===== src/rtl/dda_pkg.sv =====
// Package for the DDA line rasteriser: default sizes, opcodes and the
// command and status structs that pass between controller and datapath.
// Depends on nothing.
package dda_pkg;

    localparam int COORD_BITS_DEF = 10;
    localparam int FRAC_BITS_DEF  = 16;

    // Input opcodes.
    localparam logic OP_START   = 1'b0;
    localparam logic OP_ADVANCE = 1'b1;

    // Commands from the controller to the datapath.
    typedef struct packed {
        logic load;      // start item accepted: load endpoints, emit start point
        logic div_first; // first quotient step (integer bit, no shift)
        logic div_step;  // one quotient step of both dividers
        logic advance;   // advance item on an active line: step and emit
    } t_dp_cmd;

    // Status from the datapath to the controller.
    typedef struct packed {
        logic step_zero; // endpoints on the input are equal
        logic last_adv;  // the next advance reaches the end point
    } t_dp_sts;

endpackage


===== src/rtl/dda_if.sv =====
// Channel interfaces of the DDA line rasteriser: the command input and the
// point output, each with valid/ready handshake. Depends on nothing.
interface dda_in_if #(
    parameter int COORD_BITS = 10
);
    logic                  valid;
    logic                  ready;
    logic                  opcode;
    logic [COORD_BITS-1:0] x_start;
    logic [COORD_BITS-1:0] y_start;
    logic [COORD_BITS-1:0] x_end;
    logic [COORD_BITS-1:0] y_end;

    modport source (output valid, opcode, x_start, y_start, x_end, y_end, input ready);
    modport sink   (input valid, opcode, x_start, y_start, x_end, y_end, output ready);
endinterface

interface dda_out_if #(
    parameter int COORD_BITS = 10
);
    logic                  valid;
    logic                  ready;
    logic [COORD_BITS-1:0] point_x;
    logic [COORD_BITS-1:0] point_y;
    logic                  last_point;

    modport source (output valid, point_x, point_y, last_point, input ready);
    modport sink   (input valid, point_x, point_y, last_point, output ready);
endinterface


===== src/rtl/dda_datapath.sv =====
// Datapath of the DDA line rasteriser: endpoint deltas, two shared-step
// restoring dividers, position accumulators and the output payload.
// Depends on dda_pkg.
module dda_datapath #(
    parameter int COORD_BITS = dda_pkg::COORD_BITS_DEF,
    parameter int FRAC_BITS  = dda_pkg::FRAC_BITS_DEF
) (
    input  logic                  i_clk,
    input  dda_pkg::t_dp_cmd      i_cmd,
    input  logic [COORD_BITS-1:0] i_x_start,
    input  logic [COORD_BITS-1:0] i_y_start,
    input  logic [COORD_BITS-1:0] i_x_end,
    input  logic [COORD_BITS-1:0] i_y_end,
    output dda_pkg::t_dp_sts      o_sts,
    output logic [COORD_BITS-1:0] o_point_x,
    output logic [COORD_BITS-1:0] o_point_y,
    output logic                  o_last_point
);
    import dda_pkg::*;

    localparam int ACC_W = COORD_BITS + FRAC_BITS + 1;
    localparam int INC_W = FRAC_BITS + 2;
    localparam int QUO_W = FRAC_BITS + 1;
    localparam int REM_W = COORD_BITS + 1;

    logic                  neg_x, neg_y;
    logic [COORD_BITS-1:0] adx, ady, step;
    logic [REM_W-1:0]      t_x, t_y, rem_nx, rem_ny;
    logic                  ge_x, ge_y;
    logic [INC_W-1:0]      inc_x, inc_y;
    logic [ACC_W-1:0]      acc_nx, acc_ny;

    logic [ACC_W-1:0]      r_acc_x, r_acc_y;
    logic [REM_W-1:0]      r_rem_x, r_rem_y;
    logic [QUO_W-1:0]      r_quo_x, r_quo_y;
    logic                  r_neg_x, r_neg_y;
    logic [COORD_BITS-1:0] r_step;
    logic [COORD_BITS-1:0] r_steps_left;
    logic [COORD_BITS-1:0] r_point_x, r_point_y;
    logic                  r_last;

    always_comb begin
        neg_x = i_x_end < i_x_start;
        neg_y = i_y_end < i_y_start;
        adx   = neg_x ? i_x_start - i_x_end : i_x_end - i_x_start;
        ady   = neg_y ? i_y_start - i_y_end : i_y_end - i_y_start;
        step  = (adx > ady) ? adx : ady;
    end

    // One restoring step per cycle; the first step takes the integer bit
    // without shifting, since the magnitude never exceeds the step count.
    always_comb begin
        t_x    = i_cmd.div_first ? r_rem_x : {r_rem_x[REM_W-2:0], 1'b0};
        t_y    = i_cmd.div_first ? r_rem_y : {r_rem_y[REM_W-2:0], 1'b0};
        ge_x   = t_x >= {1'b0, r_step};
        ge_y   = t_y >= {1'b0, r_step};
        rem_nx = ge_x ? t_x - {1'b0, r_step} : t_x;
        rem_ny = ge_y ? t_y - {1'b0, r_step} : t_y;
    end

    // Signed increments from the unsigned quotients.
    always_comb begin
        inc_x  = r_neg_x ? INC_W'(-{1'b0, r_quo_x}) : {1'b0, r_quo_x};
        inc_y  = r_neg_y ? INC_W'(-{1'b0, r_quo_y}) : {1'b0, r_quo_y};
        acc_nx = r_acc_x + {{(ACC_W-INC_W){inc_x[INC_W-1]}}, inc_x};
        acc_ny = r_acc_y + {{(ACC_W-INC_W){inc_y[INC_W-1]}}, inc_y};
    end

    always_ff @(posedge i_clk) begin
        if (i_cmd.load) begin
            r_acc_x      <= {1'b0, i_x_start, {FRAC_BITS{1'b0}}};
            r_acc_y      <= {1'b0, i_y_start, {FRAC_BITS{1'b0}}};
            r_rem_x      <= {1'b0, adx};
            r_rem_y      <= {1'b0, ady};
            r_quo_x      <= '0;
            r_quo_y      <= '0;
            r_neg_x      <= neg_x;
            r_neg_y      <= neg_y;
            r_step       <= step;
            r_steps_left <= step;
            r_point_x    <= i_x_start;
            r_point_y    <= i_y_start;
            r_last       <= o_sts.step_zero;
        end else if (i_cmd.div_step) begin
            r_rem_x <= rem_nx;
            r_rem_y <= rem_ny;
            r_quo_x <= {r_quo_x[QUO_W-2:0], ge_x};
            r_quo_y <= {r_quo_y[QUO_W-2:0], ge_y};
        end else if (i_cmd.advance) begin
            r_acc_x      <= acc_nx;
            r_acc_y      <= acc_ny;
            r_steps_left <= r_steps_left - 1'b1;
            r_point_x    <= acc_nx[FRAC_BITS +: COORD_BITS];
            r_point_y    <= acc_ny[FRAC_BITS +: COORD_BITS];
            r_last       <= o_sts.last_adv;
        end
    end

    assign o_sts.step_zero = (i_x_start == i_x_end) && (i_y_start == i_y_end);
    assign o_sts.last_adv  = r_steps_left == COORD_BITS'(1);
    assign o_point_x       = r_point_x;
    assign o_point_y       = r_point_y;
    assign o_last_point    = r_last;

endmodule


===== src/rtl/dda_ctrl.sv =====
// Controller of the DDA line rasteriser: accepts items, sequences the
// divider and owns the output valid and the line-active flag.
// Depends on dda_pkg.
module dda_ctrl #(
    parameter int FRAC_BITS = dda_pkg::FRAC_BITS_DEF
) (
    input  logic             i_clk,
    input  logic             i_rst_n,
    input  logic             i_in_valid,
    input  logic             i_in_opcode,
    input  logic             i_out_ready,
    input  dda_pkg::t_dp_sts i_sts,
    output dda_pkg::t_dp_cmd o_cmd,
    output logic             o_in_ready,
    output logic             o_out_valid
);
    import dda_pkg::*;

    localparam int CNT_W = $clog2(FRAC_BITS + 1);

    typedef enum logic {
        S_IDLE,
        S_DIV
    } t_state;

    t_state           r_state;
    logic [CNT_W-1:0] r_cnt;
    logic             r_out_valid;
    logic             r_line_active;
    logic             in_acc;
    logic             emit;
    logic             cnt_end;

    assign o_in_ready = (r_state == S_IDLE) && (!r_out_valid || i_out_ready);
    assign in_acc     = i_in_valid && o_in_ready;
    assign cnt_end    = r_cnt == CNT_W'(FRAC_BITS);

    always_comb begin
        o_cmd.load      = in_acc && (i_in_opcode == OP_START);
        o_cmd.advance   = in_acc && (i_in_opcode == OP_ADVANCE) && r_line_active;
        o_cmd.div_step  = r_state == S_DIV;
        o_cmd.div_first = (r_state == S_DIV) && (r_cnt == '0);
        emit            = o_cmd.load || o_cmd.advance;
    end

    always_ff @(posedge i_clk) begin
        if (!i_rst_n) begin
            r_state       <= S_IDLE;
            r_cnt         <= '0;
            r_out_valid   <= 1'b0;
            r_line_active <= 1'b0;
        end else begin
            if (emit) begin
                r_out_valid <= 1'b1;
            end else if (i_out_ready) begin
                r_out_valid <= 1'b0;
            end
            unique case (r_state)
                S_IDLE: begin
                    r_cnt <= '0;
                    if (o_cmd.load) begin
                        r_line_active <= !i_sts.step_zero;
                        if (!i_sts.step_zero) begin
                            r_state <= S_DIV;
                        end
                    end else if (o_cmd.advance && i_sts.last_adv) begin
                        r_line_active <= 1'b0;
                    end
                end
                S_DIV: begin
                    r_cnt <= r_cnt + 1'b1;
                    if (cnt_end) begin
                        r_state <= S_IDLE;
                    end
                end
                default: begin
                    r_state <= S_IDLE;
                end
            endcase
        end
    end

    assign o_out_valid = r_out_valid;

    // A start item with distinct endpoints always enters the divide phase.
    a_load_div: assert property (@(posedge i_clk) disable iff (!i_rst_n)
        o_cmd.load && !i_sts.step_zero |=> r_state == S_DIV)
        else $error("divide phase not entered after start");

    // No item is taken while the quotients are being formed.
    a_div_busy: assert property (@(posedge i_clk) disable iff (!i_rst_n)
        r_state == S_DIV |-> !o_in_ready)
        else $error("input ready during divide");

    // The divide counter never runs past the last quotient bit.
    a_cnt_range: assert property (@(posedge i_clk) disable iff (!i_rst_n)
        r_state == S_DIV |-> r_cnt <= CNT_W'(FRAC_BITS))
        else $error("divide counter overrun");

    // A line ends only on its final advance or on a new start.
    a_line_end: assert property (@(posedge i_clk) disable iff (!i_rst_n)
        $past(i_rst_n) && $fell(r_line_active)
            |-> $past((o_cmd.advance && i_sts.last_adv) || o_cmd.load))
        else $error("line ended unexpectedly");

endmodule


===== src/rtl/dda_line_rasterizer.sv =====
// Top level of the DDA line rasteriser: joins controller and datapath to
// the input and output channels. Depends on dda_pkg, dda_if, dda_ctrl and
// dda_datapath.
//
//  Channel  Direction  Payload                                   Handshake
//  i_in     in         opcode, x_start, y_start, x_end, y_end    valid/ready
//  o_out    out        point_x, point_y, last_point              valid/ready
//
// A start item's start point is offered in the cycle after the item is
// taken. The two increments are then formed by restoring division, one
// quotient bit per cycle for both axes at once, so the block takes no item
// while it divides after a start with distinct endpoints; a start with
// equal endpoints gives one point marked last and needs no division.
// Advance items are taken one per cycle, each yielding one point; the only
// limit is the output register, which accepts a new item in the cycle its
// held point is taken. Reset is synchronous and active low; it clears the
// controller state, the output valid and the line-active flag. An advance
// item with no line in progress is accepted and yields nothing.
module dda_line_rasterizer #(
    parameter int COORD_BITS = dda_pkg::COORD_BITS_DEF,
    parameter int FRAC_BITS  = dda_pkg::FRAC_BITS_DEF
) (
    input  logic      i_clk,
    input  logic      i_rst_n,
    dda_in_if.sink    i_in,
    dda_out_if.source o_out
);
    import dda_pkg::*;

    t_dp_cmd cmd;
    t_dp_sts sts;

    dda_ctrl #(
        .FRAC_BITS (FRAC_BITS)
    ) u_ctrl (
        .i_clk       (i_clk),
        .i_rst_n     (i_rst_n),
        .i_in_valid  (i_in.valid),
        .i_in_opcode (i_in.opcode),
        .i_out_ready (o_out.ready),
        .i_sts       (sts),
        .o_cmd       (cmd),
        .o_in_ready  (i_in.ready),
        .o_out_valid (o_out.valid)
    );

    // Payload registers of the datapath feed the output channel directly.
    dda_datapath #(
        .COORD_BITS (COORD_BITS),
        .FRAC_BITS  (FRAC_BITS)
    ) u_datapath (
        .i_clk        (i_clk),
        .i_cmd        (cmd),
        .i_x_start    (i_in.x_start),
        .i_y_start    (i_in.y_start),
        .i_x_end      (i_in.x_end),
        .i_y_end      (i_in.y_end),
        .o_sts        (sts),
        .o_point_x    (o_out.point_x),
        .o_point_y    (o_out.point_y),
        .o_last_point (o_out.last_point)
    );

endmodule

===== src/flat_wrapper.sv =====
// flat-port wrapper written by rule: the top's interface ports become plain ports
module dda_line_rasterizer_flat import dda_pkg::*;
#(
    parameter int COORD_BITS = dda_pkg::COORD_BITS_DEF,
    parameter int FRAC_BITS  = dda_pkg::FRAC_BITS_DEF
)
  (i_clk, i_rst_n, i_in_valid, i_in_opcode, i_in_x_start, i_in_y_start, i_in_x_end, i_in_y_end, i_in_ready, o_out_valid, o_out_point_x, o_out_point_y, o_out_last_point, o_out_ready);
  dda_in_if #(.COORD_BITS(COORD_BITS)) i_in_i ();
  dda_out_if #(.COORD_BITS(COORD_BITS)) o_out_i ();
  input  logic i_clk;
  input  logic i_rst_n;
  input wire logic [$bits(i_in_i.valid)-1:0] i_in_valid;
  input wire logic [$bits(i_in_i.opcode)-1:0] i_in_opcode;
  input wire logic [$bits(i_in_i.x_start)-1:0] i_in_x_start;
  input wire logic [$bits(i_in_i.y_start)-1:0] i_in_y_start;
  input wire logic [$bits(i_in_i.x_end)-1:0] i_in_x_end;
  input wire logic [$bits(i_in_i.y_end)-1:0] i_in_y_end;
  output wire logic [$bits(i_in_i.ready)-1:0] i_in_ready;
  output wire logic [$bits(o_out_i.valid)-1:0] o_out_valid;
  output wire logic [$bits(o_out_i.point_x)-1:0] o_out_point_x;
  output wire logic [$bits(o_out_i.point_y)-1:0] o_out_point_y;
  output wire logic [$bits(o_out_i.last_point)-1:0] o_out_last_point;
  input wire logic [$bits(o_out_i.ready)-1:0] o_out_ready;
  assign i_in_i.valid = i_in_valid;
  assign i_in_i.opcode = i_in_opcode;
  assign i_in_i.x_start = i_in_x_start;
  assign i_in_i.y_start = i_in_y_start;
  assign i_in_i.x_end = i_in_x_end;
  assign i_in_i.y_end = i_in_y_end;
  assign i_in_ready = i_in_i.ready;
  assign o_out_valid = o_out_i.valid;
  assign o_out_point_x = o_out_i.point_x;
  assign o_out_point_y = o_out_i.point_y;
  assign o_out_last_point = o_out_i.last_point;
  assign o_out_i.ready = o_out_ready;
  dda_line_rasterizer #(.COORD_BITS(COORD_BITS), .FRAC_BITS(FRAC_BITS)) u_core (.i_clk(i_clk), .i_rst_n(i_rst_n), .i_in(i_in_i), .o_out(o_out_i));
endmodule

===== config.mk =====
export PLATFORM = sky130hd
export DESIGN_NAME = dda_line_rasterizer_flat
export DESIGN_NICKNAME = d
export VERILOG_FILES = /design/src/rtl/dda_pkg.sv /design/src/rtl/dda_if.sv /design/src/rtl/dda_datapath.sv /design/src/rtl/dda_ctrl.sv /design/src/rtl/dda_line_rasterizer.sv /design/src/flat_wrapper.sv
export SDC_FILE = /design/constraint.sdc
export NUM_CORES = 1
export LEC_CHECK = 0
export BUFFER_PORTS_ARGS = -buffer_cell sky130_fd_sc_hd__buf_2
export CAP_MARGIN = 25
export CORE_ASPECT_RATIO = 1.4
export CORE_UTILIZATION = 61
export CTS_BUF_LIST = sky130_fd_sc_hd__clkbuf_16
export CTS_CLUSTER_DIAMETER = 40
export DETAILED_ROUTE_END_ITERATION = 16
export HOLD_SLACK_MARGIN = 0.1
export PLACE_DENSITY = 0.8
export SLEW_MARGIN = 20
export SYNTH_ARGS = -nofsm -noshare
export SYNTH_HDL_FRONTEND = slang
export SYNTH_SLANG_ARGS = --single-unit

===== constraint.sdc =====
create_clock -name i_clk -period 6.6 [get_ports i_clk]
set_input_delay 0.33 -clock i_clk [delete_from_list [all_inputs] [get_ports i_clk]]
set_output_delay 0.33 -clock i_clk [all_outputs]
set_load 0.02 [all_outputs]

==> Yosys cells after proc, flatten, opt, wreduce, memory -nomap -nowiden <==
Cells that the tools add are included.
{ "totals": {"wordCells": 105, "out_inout_bits": 23, "register_bits": 161} }
{ "op_classes": {"n_eq_ne": 5, "bitwise_logic": 2, "magnitude_cmp": 5, "add_sub_neg": 12, "reduce_logical": 20, "n_mux": 40} }
{ "ops": {"columns": ["cell", "count"], "rows": [
  ["2-to-1 mux 10 bit", 16],
  ["2-to-1 mux 26 bit", 6],
  ["adder 27 bit", 2],
  ["2-to-1 mux 11 bit", 4],
  ["subtractor 10 bit", 4],
  ["2-to-1 mux 18 bit", 2],
  ["negator 17 -> 18 bit", 2],
  ["greater-or-equal comparator 11 x 10 -> 1 bit", 2],
  ["subtractor 11 x 10 -> 11 bit", 2],
  ["== test 10 bit", 2],
  ["< comparator 10 bit", 2],
  ["== test 10 x 1 -> 1 bit, second input constant", 1],
  ["> comparator 10 bit", 1],
  ["2-to-1 mux 1 bit", 10],
  ["case mux 5 bit (2 select lines)", 1],
  ["subtractor 10 x 1 -> 10 bit, second input constant", 1],
  ["logical AND 1 bit", 8],
  ["nonzero test 2 bit", 4],
  ["AND reduction 2 bit", 3],
  ["adder 5 x 1 -> 5 bit, second input constant", 1],
  ["== test 5 bit, second input constant", 1],
  ["logical NOT 5 bit", 1],
  ["logical NOT 1 bit", 2],
  ["logical OR 1 bit", 2],
  ["other kinds (3)", 4]
]} }

==> Longest topological paths before layout <==
{ "logic_depth": {"word_depth": 9, "mapped_depth": 21, "mapped_depth_nobuf": 20} }

==> Modules after synthesis <==
From an unflattened synthesis, not the netlist that was laid out.
{ "unflattened": {"cells_unflattened": 1457, "hier_area_um2": 12834.8} }
{ "modules_own_cells": {"columns": ["mod", "n_inst", "seq_area_each_um2", "area_each_um2", "cells_per_inst"], "rows": [
  ["dda_datapath", 1, 3853.7, 12440.7, 1414],
  ["dda_ctrl", 1, 160.2, 394.1, 43]
]} }

==> Worst setup path before layout <==
Ideal clock, no wire load.
{ "synth_timing": {"path_kind": "input-to-reg", "start": "in i_in_x_end[0]", "end": "reg u_core.u_datapath.r_steps_left[4], data pin", "required_ps": 6346, "t_arrival_ps": 3969, "n_path_buf": 2, "setup_ps": 254, "slack_ps": 2377, "stages": 19, "cell_sequence": "inv_1 -> ha_1 -> inv_1 -> fa_1 -> a21o_1 -> a221oi_1 -> o221ai_1 -> a21oi_1 -> buf_4 -> mux2i_1 -> xor2_1 -> ha_1 -> a21o_1 -> a21oi_1 -> o211ai_1 -> nand2_1 -> clkbuf_1 -> mux2i_1 -> o21a_1"} }
{ "synth_via": {"elab_chain_cells": 5} }
{ "synth_lines": {"columns": ["item", "line_no", "rtl"], "rows": [
  ["from (decl)", "flat_wrapper.sv:16", "input wire logic [$bits(i_in_i.x_end)-1:0] i_in_x_end;"],
  ["< comparator 10 bit *", "dda_datapath.sv:43", "neg_x = i_x_end < i_x_start;"],
  ["net u_core.u_datapath.neg_x", "dda_datapath.sv:26", "logic neg_x, neg_y;"],
  ["2-to-1 mux 10 bit *", "dda_datapath.sv:45", "adx = neg_x ? i_x_start - i_x_end : i_x_end - i_x_start;"],
  ["> comparator 10 bit", "dda_datapath.sv:47", "step = (adx > ady) ? adx : ady;"],
  ["2-to-1 mux 10 bit *", "dda_datapath.sv:47", null],
  ["net u_core.u_datapath.step[4]", "dda_datapath.sv:27", "logic [COORD_BITS-1:0] adx, ady, step;"],
  ["2-to-1 mux 10 bit *", "dda_datapath.sv:70", "if (i_cmd.load) begin"],
  ["to (signal assigned)", "dda_datapath.sv:80", "r_steps_left <= step;"],
  ["to (signal assigned)", "dda_datapath.sv:92", "r_steps_left <= r_steps_left - 1'b1;"],
  ["to (decl)", "dda_datapath.sv:38", "logic [COORD_BITS-1:0] r_steps_left;"]
]} }
Mark *: on every way through the listed nets, which the timed path passes. The rest lies on a longest branch.
A chain may end at the register's enable or synchronous reset.

==> Worst setup path in the final report <==
{ "layout_timing": {"start": "in i_in_x_end[0]", "end": "reg u_core.u_datapath.r_steps_left[2], data pin"} }
{ "layout_via": {"elab_chain_cells": 5} }
{ "layout_lines": {"columns": ["item", "line_no"], "rows": [
  ["subtractor 10 bit or < comparator 10 bit (tied branches)", "dda_datapath.sv:45, dda_datapath.sv:43"],
  ["2-to-1 mux 10 bit *", "dda_datapath.sv:45"],
  ["> comparator 10 bit", "dda_datapath.sv:47"],
  ["2-to-1 mux 10 bit *", "dda_datapath.sv:47"],
  ["net u_core.u_datapath.step[2]", "dda_datapath.sv:27"],
  ["2-to-1 mux 10 bit *", "dda_datapath.sv:70"]
]} }
Marked as above.

==> impl_metrics.toml <==
[clocking]
post_cts_buffers = 0
ctsHoldBuffers = 0
cts_resized = 0
htreeDepth = 4
clockBufferDepth = 2
cts_made_buffers = 17
cts.sinks = 159
worstSkewPairLatency_ns = 0.43
cts_root_buf = "clkbuf_16"
cts_tree = "built"
clkTransAtPathRegs_ns = 0.06

[critical_path]
path_class = "input pin to flop"
worstPathMaxFanout = 15
cpPeakStageDelay_ns = 0.49
cp.required_ns = 6.78
startpoint_type = "input pin"
path_cells = "buf_2 > inv_1 > ha_1 > inv_1 > fa_1 > a21o_1 > a221oi_1 > o221ai_1 > a21oi_1 > buf_4 > mux2i_1 > xor2_1 > ha_1 > a21o_1 > a21oi_1 > o211ai_1 > nand2_1 > mux2_2 > mux2_2"
end_kind = "flop"
cp_slowest_cell = "nand2_1"
worstPathArrival_ns = 4.82

[timing]
finClkSkew_ns = 0.00846
worstMarginPinSlew_ns = 0.840
hold_viol = 0
fin_crit_ns = 4.64
tns_ns = 0
whs_ns = 0.163
min_period_over_period = 0.703
finalMaxSlewViolations = 0
rsz0062_at_grt = "false"
slew_headroom = 0.431
setup_viol_count_final = 0
max_freq_mhz = 215

[yosys]
synth_seq_cells = 159
avgSynthCellArea_um2 = 8.45
ys_seq_area_frac = 0.322
ys.flop_type = "edfxtp_1"
synth_top_area_frac = 0.200
synth_edf_count = 83
yosys.area.top_type = "edfxtp_1"
async_reset_ff_frac = 0
ys_warn_count = 0
synthesis.area_mm2 = 0.0125
synthTopCellsByCount = "nand2_1 (250), ha_1 (124), a21oi_1 (112), inv_1 (90), edfxtp_1 (83)"
syn_inst = 1474
synth.area.top_cells = "edfxtp_1 (20%), ha_1 (12%), dfxtp_1 (12%)"
synth_nets = 1651
synthDistinctLibCells = 75
yosysMostFrequentCell = "nand2_1"

[power]
peakVddDrop_v = 0.000209
intPower_mw = 2.91
p_comb_frac = 0.517
power_density_mw_per_mm2 = 362
power.leakage_nw = 6.08
swShare = 0.410
power_switching_mw = 2.02
p_seq_frac = 0.274
p_clk_frac = 0.209

[run_status]
run_status = "finished, final reports clean"

[floorplan]
die_w_um = 123
start_util = 0.625
num_rows = 61
die_h_um = 171
core_mm2 = 0.0199
ioPinCount = 68
dieArea_mm2 = 0.0210

[flow_run]
cap_viol_max_count = 0

[placement]
dpl.hpwl_mm = 22.9
gp_congestion = 0.941
io_buffers = 67
dpl.cell_count = 1748

[cells_and_area]
n_fill_cell = 1586
fin_nets = 1693
multi_input_area_mm2 = 0.00789
final_util = 0.683
drive_above_1_share = 0.0863
areaGrowthSynthToFinish_pct = 9.26
final_cells = 1782
regArea_mm2 = 0.00402

[drt]
first_pass_iters = 7
drc = 0
drt_iter0_markers = 690
wirelength_mm = 31.2
viasPerCell = 6.10
dr_total_vias = 10900
detail_route.wl_per_cell_um = 17.5
ant_nets = 0

[grt]
grt_util_all_layers = 0.309
gr-total-overflow = 0
grt_pass1_vias = 10700
grt_max_degree = 77
grt_antenna_before_repair = 1
grt_pass1_wl_mm = 50.7

[hold_path]
hold_path.class = "input pin to flop"
==> worst paths after layout <==
check,startpoint,end,slack [ns],depth (start not counted)
min reg2reg,u_core.u_datapath.r_acc_y[7],u_core.u_datapath.r_acc_y[7],0.46,2
min,i_rst_n,u_core.u_ctrl.o_out_valid,0.16,2
max,i_in_x_end[0],u_core.u_datapath.r_steps_left[2],1.96,19
max reg2reg,u_core.u_datapath.r_quo_y[3],u_core.u_datapath.o_point_y[3],2.07,13
==> state kept, by name, indices dropped and copies added, names as in the netlist <==
signal,count
u_core.u_datapath.r_acc_x,26
u_core.u_datapath.r_acc_y,26
u_core.u_datapath.r_quo_x,17
u_core.u_datapath.r_quo_y,17
u_core.u_datapath.r_rem_x,11
u_core.u_datapath.r_rem_y,11
u_core.u_datapath.o_point_x,10
u_core.u_datapath.o_point_y,10
u_core.u_datapath.r_step,10
u_core.u_datapath.r_steps_left,10
u_core.u_ctrl.r_cnt,5
u_core.u_ctrl.o_out_valid,1
u_core.u_ctrl.r_line_active,1
u_core.u_ctrl.r_state,1
u_core.u_datapath.o_last_point,1
u_core.u_datapath.r_neg_x,1
u_core.u_datapath.r_neg_y,1
==> routing by layer <==
layer / track usage / part of all wire
met2: 0.553 / 0.51
met3: 0.0480 / 0.053
met1: 0.342 / 0.39
met5: 0 / 0
met4: 0.179 / 0.051
==> power by group through the flow <==
stage / sequential, mW / combinational [mW] / clock [mW]
after detailed placement: 1.37 / 2.50 / 0
after global routing: 1.37 / 2.83 / 1.08
final: 1.35 / 2.55 / 1.03
after global placement: 1.36 / 2.42 / 0
after CTS: 1.35 / 2.52 / 1.04
after floorplan: 1.38 / 1.92 / 0
==> layout by cell type (no fill, tap or decap), types with 5 or more instances in the layout <==
| cell type | netlist | final |
|---|---|---|
| a211oi_1 | 10 | 10 |
| a21o_1 | 45 | 45 |
| a21oi_1 | 112 | 112 |
| a31oi_1 | 13 | 13 |
| and2_1 | 7 | 7 |
| and3_1 | 10 | 10 |
| buf_2 | 1 | 67 |
| buf_4 | 1 | 11 |
| clkbuf_16 | 0 | 17 |
| dfxtp_1 | 76 | 75 |
| edfxtp_1 | 83 | 83 |
| fa_1 | 8 | 8 |
| ha_1 | 124 | 124 |
| inv_1 | 90 | 89 |
| mux2_1 | 5 | 5 |
| mux2i_1 | 46 | 46 |
| nand2_1 | 250 | 250 |
| nand2b_1 | 10 | 9 |
| nand3_1 | 23 | 22 |
| nand4_1 | 11 | 11 |
| nor2_1 | 68 | 68 |
| nor2b_1 | 17 | 17 |
| nor3_1 | 23 | 23 |
| nor3b_1 | 5 | 5 |
| o211ai_1 | 8 | 8 |
| o21a_1 | 14 | 14 |
| o21ai_0 | 73 | 73 |
| o21ai_1 | 46 | 46 |
| o21bai_1 | 9 | 9 |
| o221ai_1 | 6 | 6 |
| o22ai_1 | 10 | 10 |
| o31ai_1 | 17 | 17 |
| o41ai_1 | 7 | 7 |
| or3_1 | 8 | 8 |
| xnor2_1 | 76 | 76 |
| xor2_1 | 33 | 33 |
==> kinds of logic (layout without fill, tap and decap cells) <==
family,Yosys count,after routing,share of synthesized area
other cells,0,1,0
xor+xnor,110,110,0.0779
flops,159,159,0.322
simple gates,455,455,0.165
mux,55,55,0.0451
compound gates,414,414,0.207
fa+ha+maj,132,132,0.137
buf+inv,149,204,0.0453
==> stage by stage <==
stage | total power, mW | instance area, um^2 | worst slack, ns
floorplan | 3.30 | 12500 | 2.38
global placement | 3.78 | 13000 | 1.67
detailed placement | 3.86 | 13000 | 1.55
CTS | 4.92 | 13600 | 2.00
global route | 5.27 | 13600 | 1.54
finish | 4.93 | 13600 | 1.96
==> layout make-up <==
type,instances,share of cell area
well taps,252,0.0232
flip-flops and latches,159,0.295
clock buffers,17,0.0313
multi-input cells,1166,0.580
repair buffers,79,0.0315
diodes,1,0.000184
inverters,93,0.0256
clock inverters,15,0.0134
==> worst max-delay path, delay by kind of cell <==
kind	cells	cell delay [ns]
xor gates and xnor gates	1	0.41
AOI/OAI and AO/OA	7	1.40
muxes	3	0.89
adders and majority gates	3	0.88
and+or+nand+nor	1	0.49
buffers and inverters	4	0.41
No activity file was read; power rests on OpenSTA's default activity.
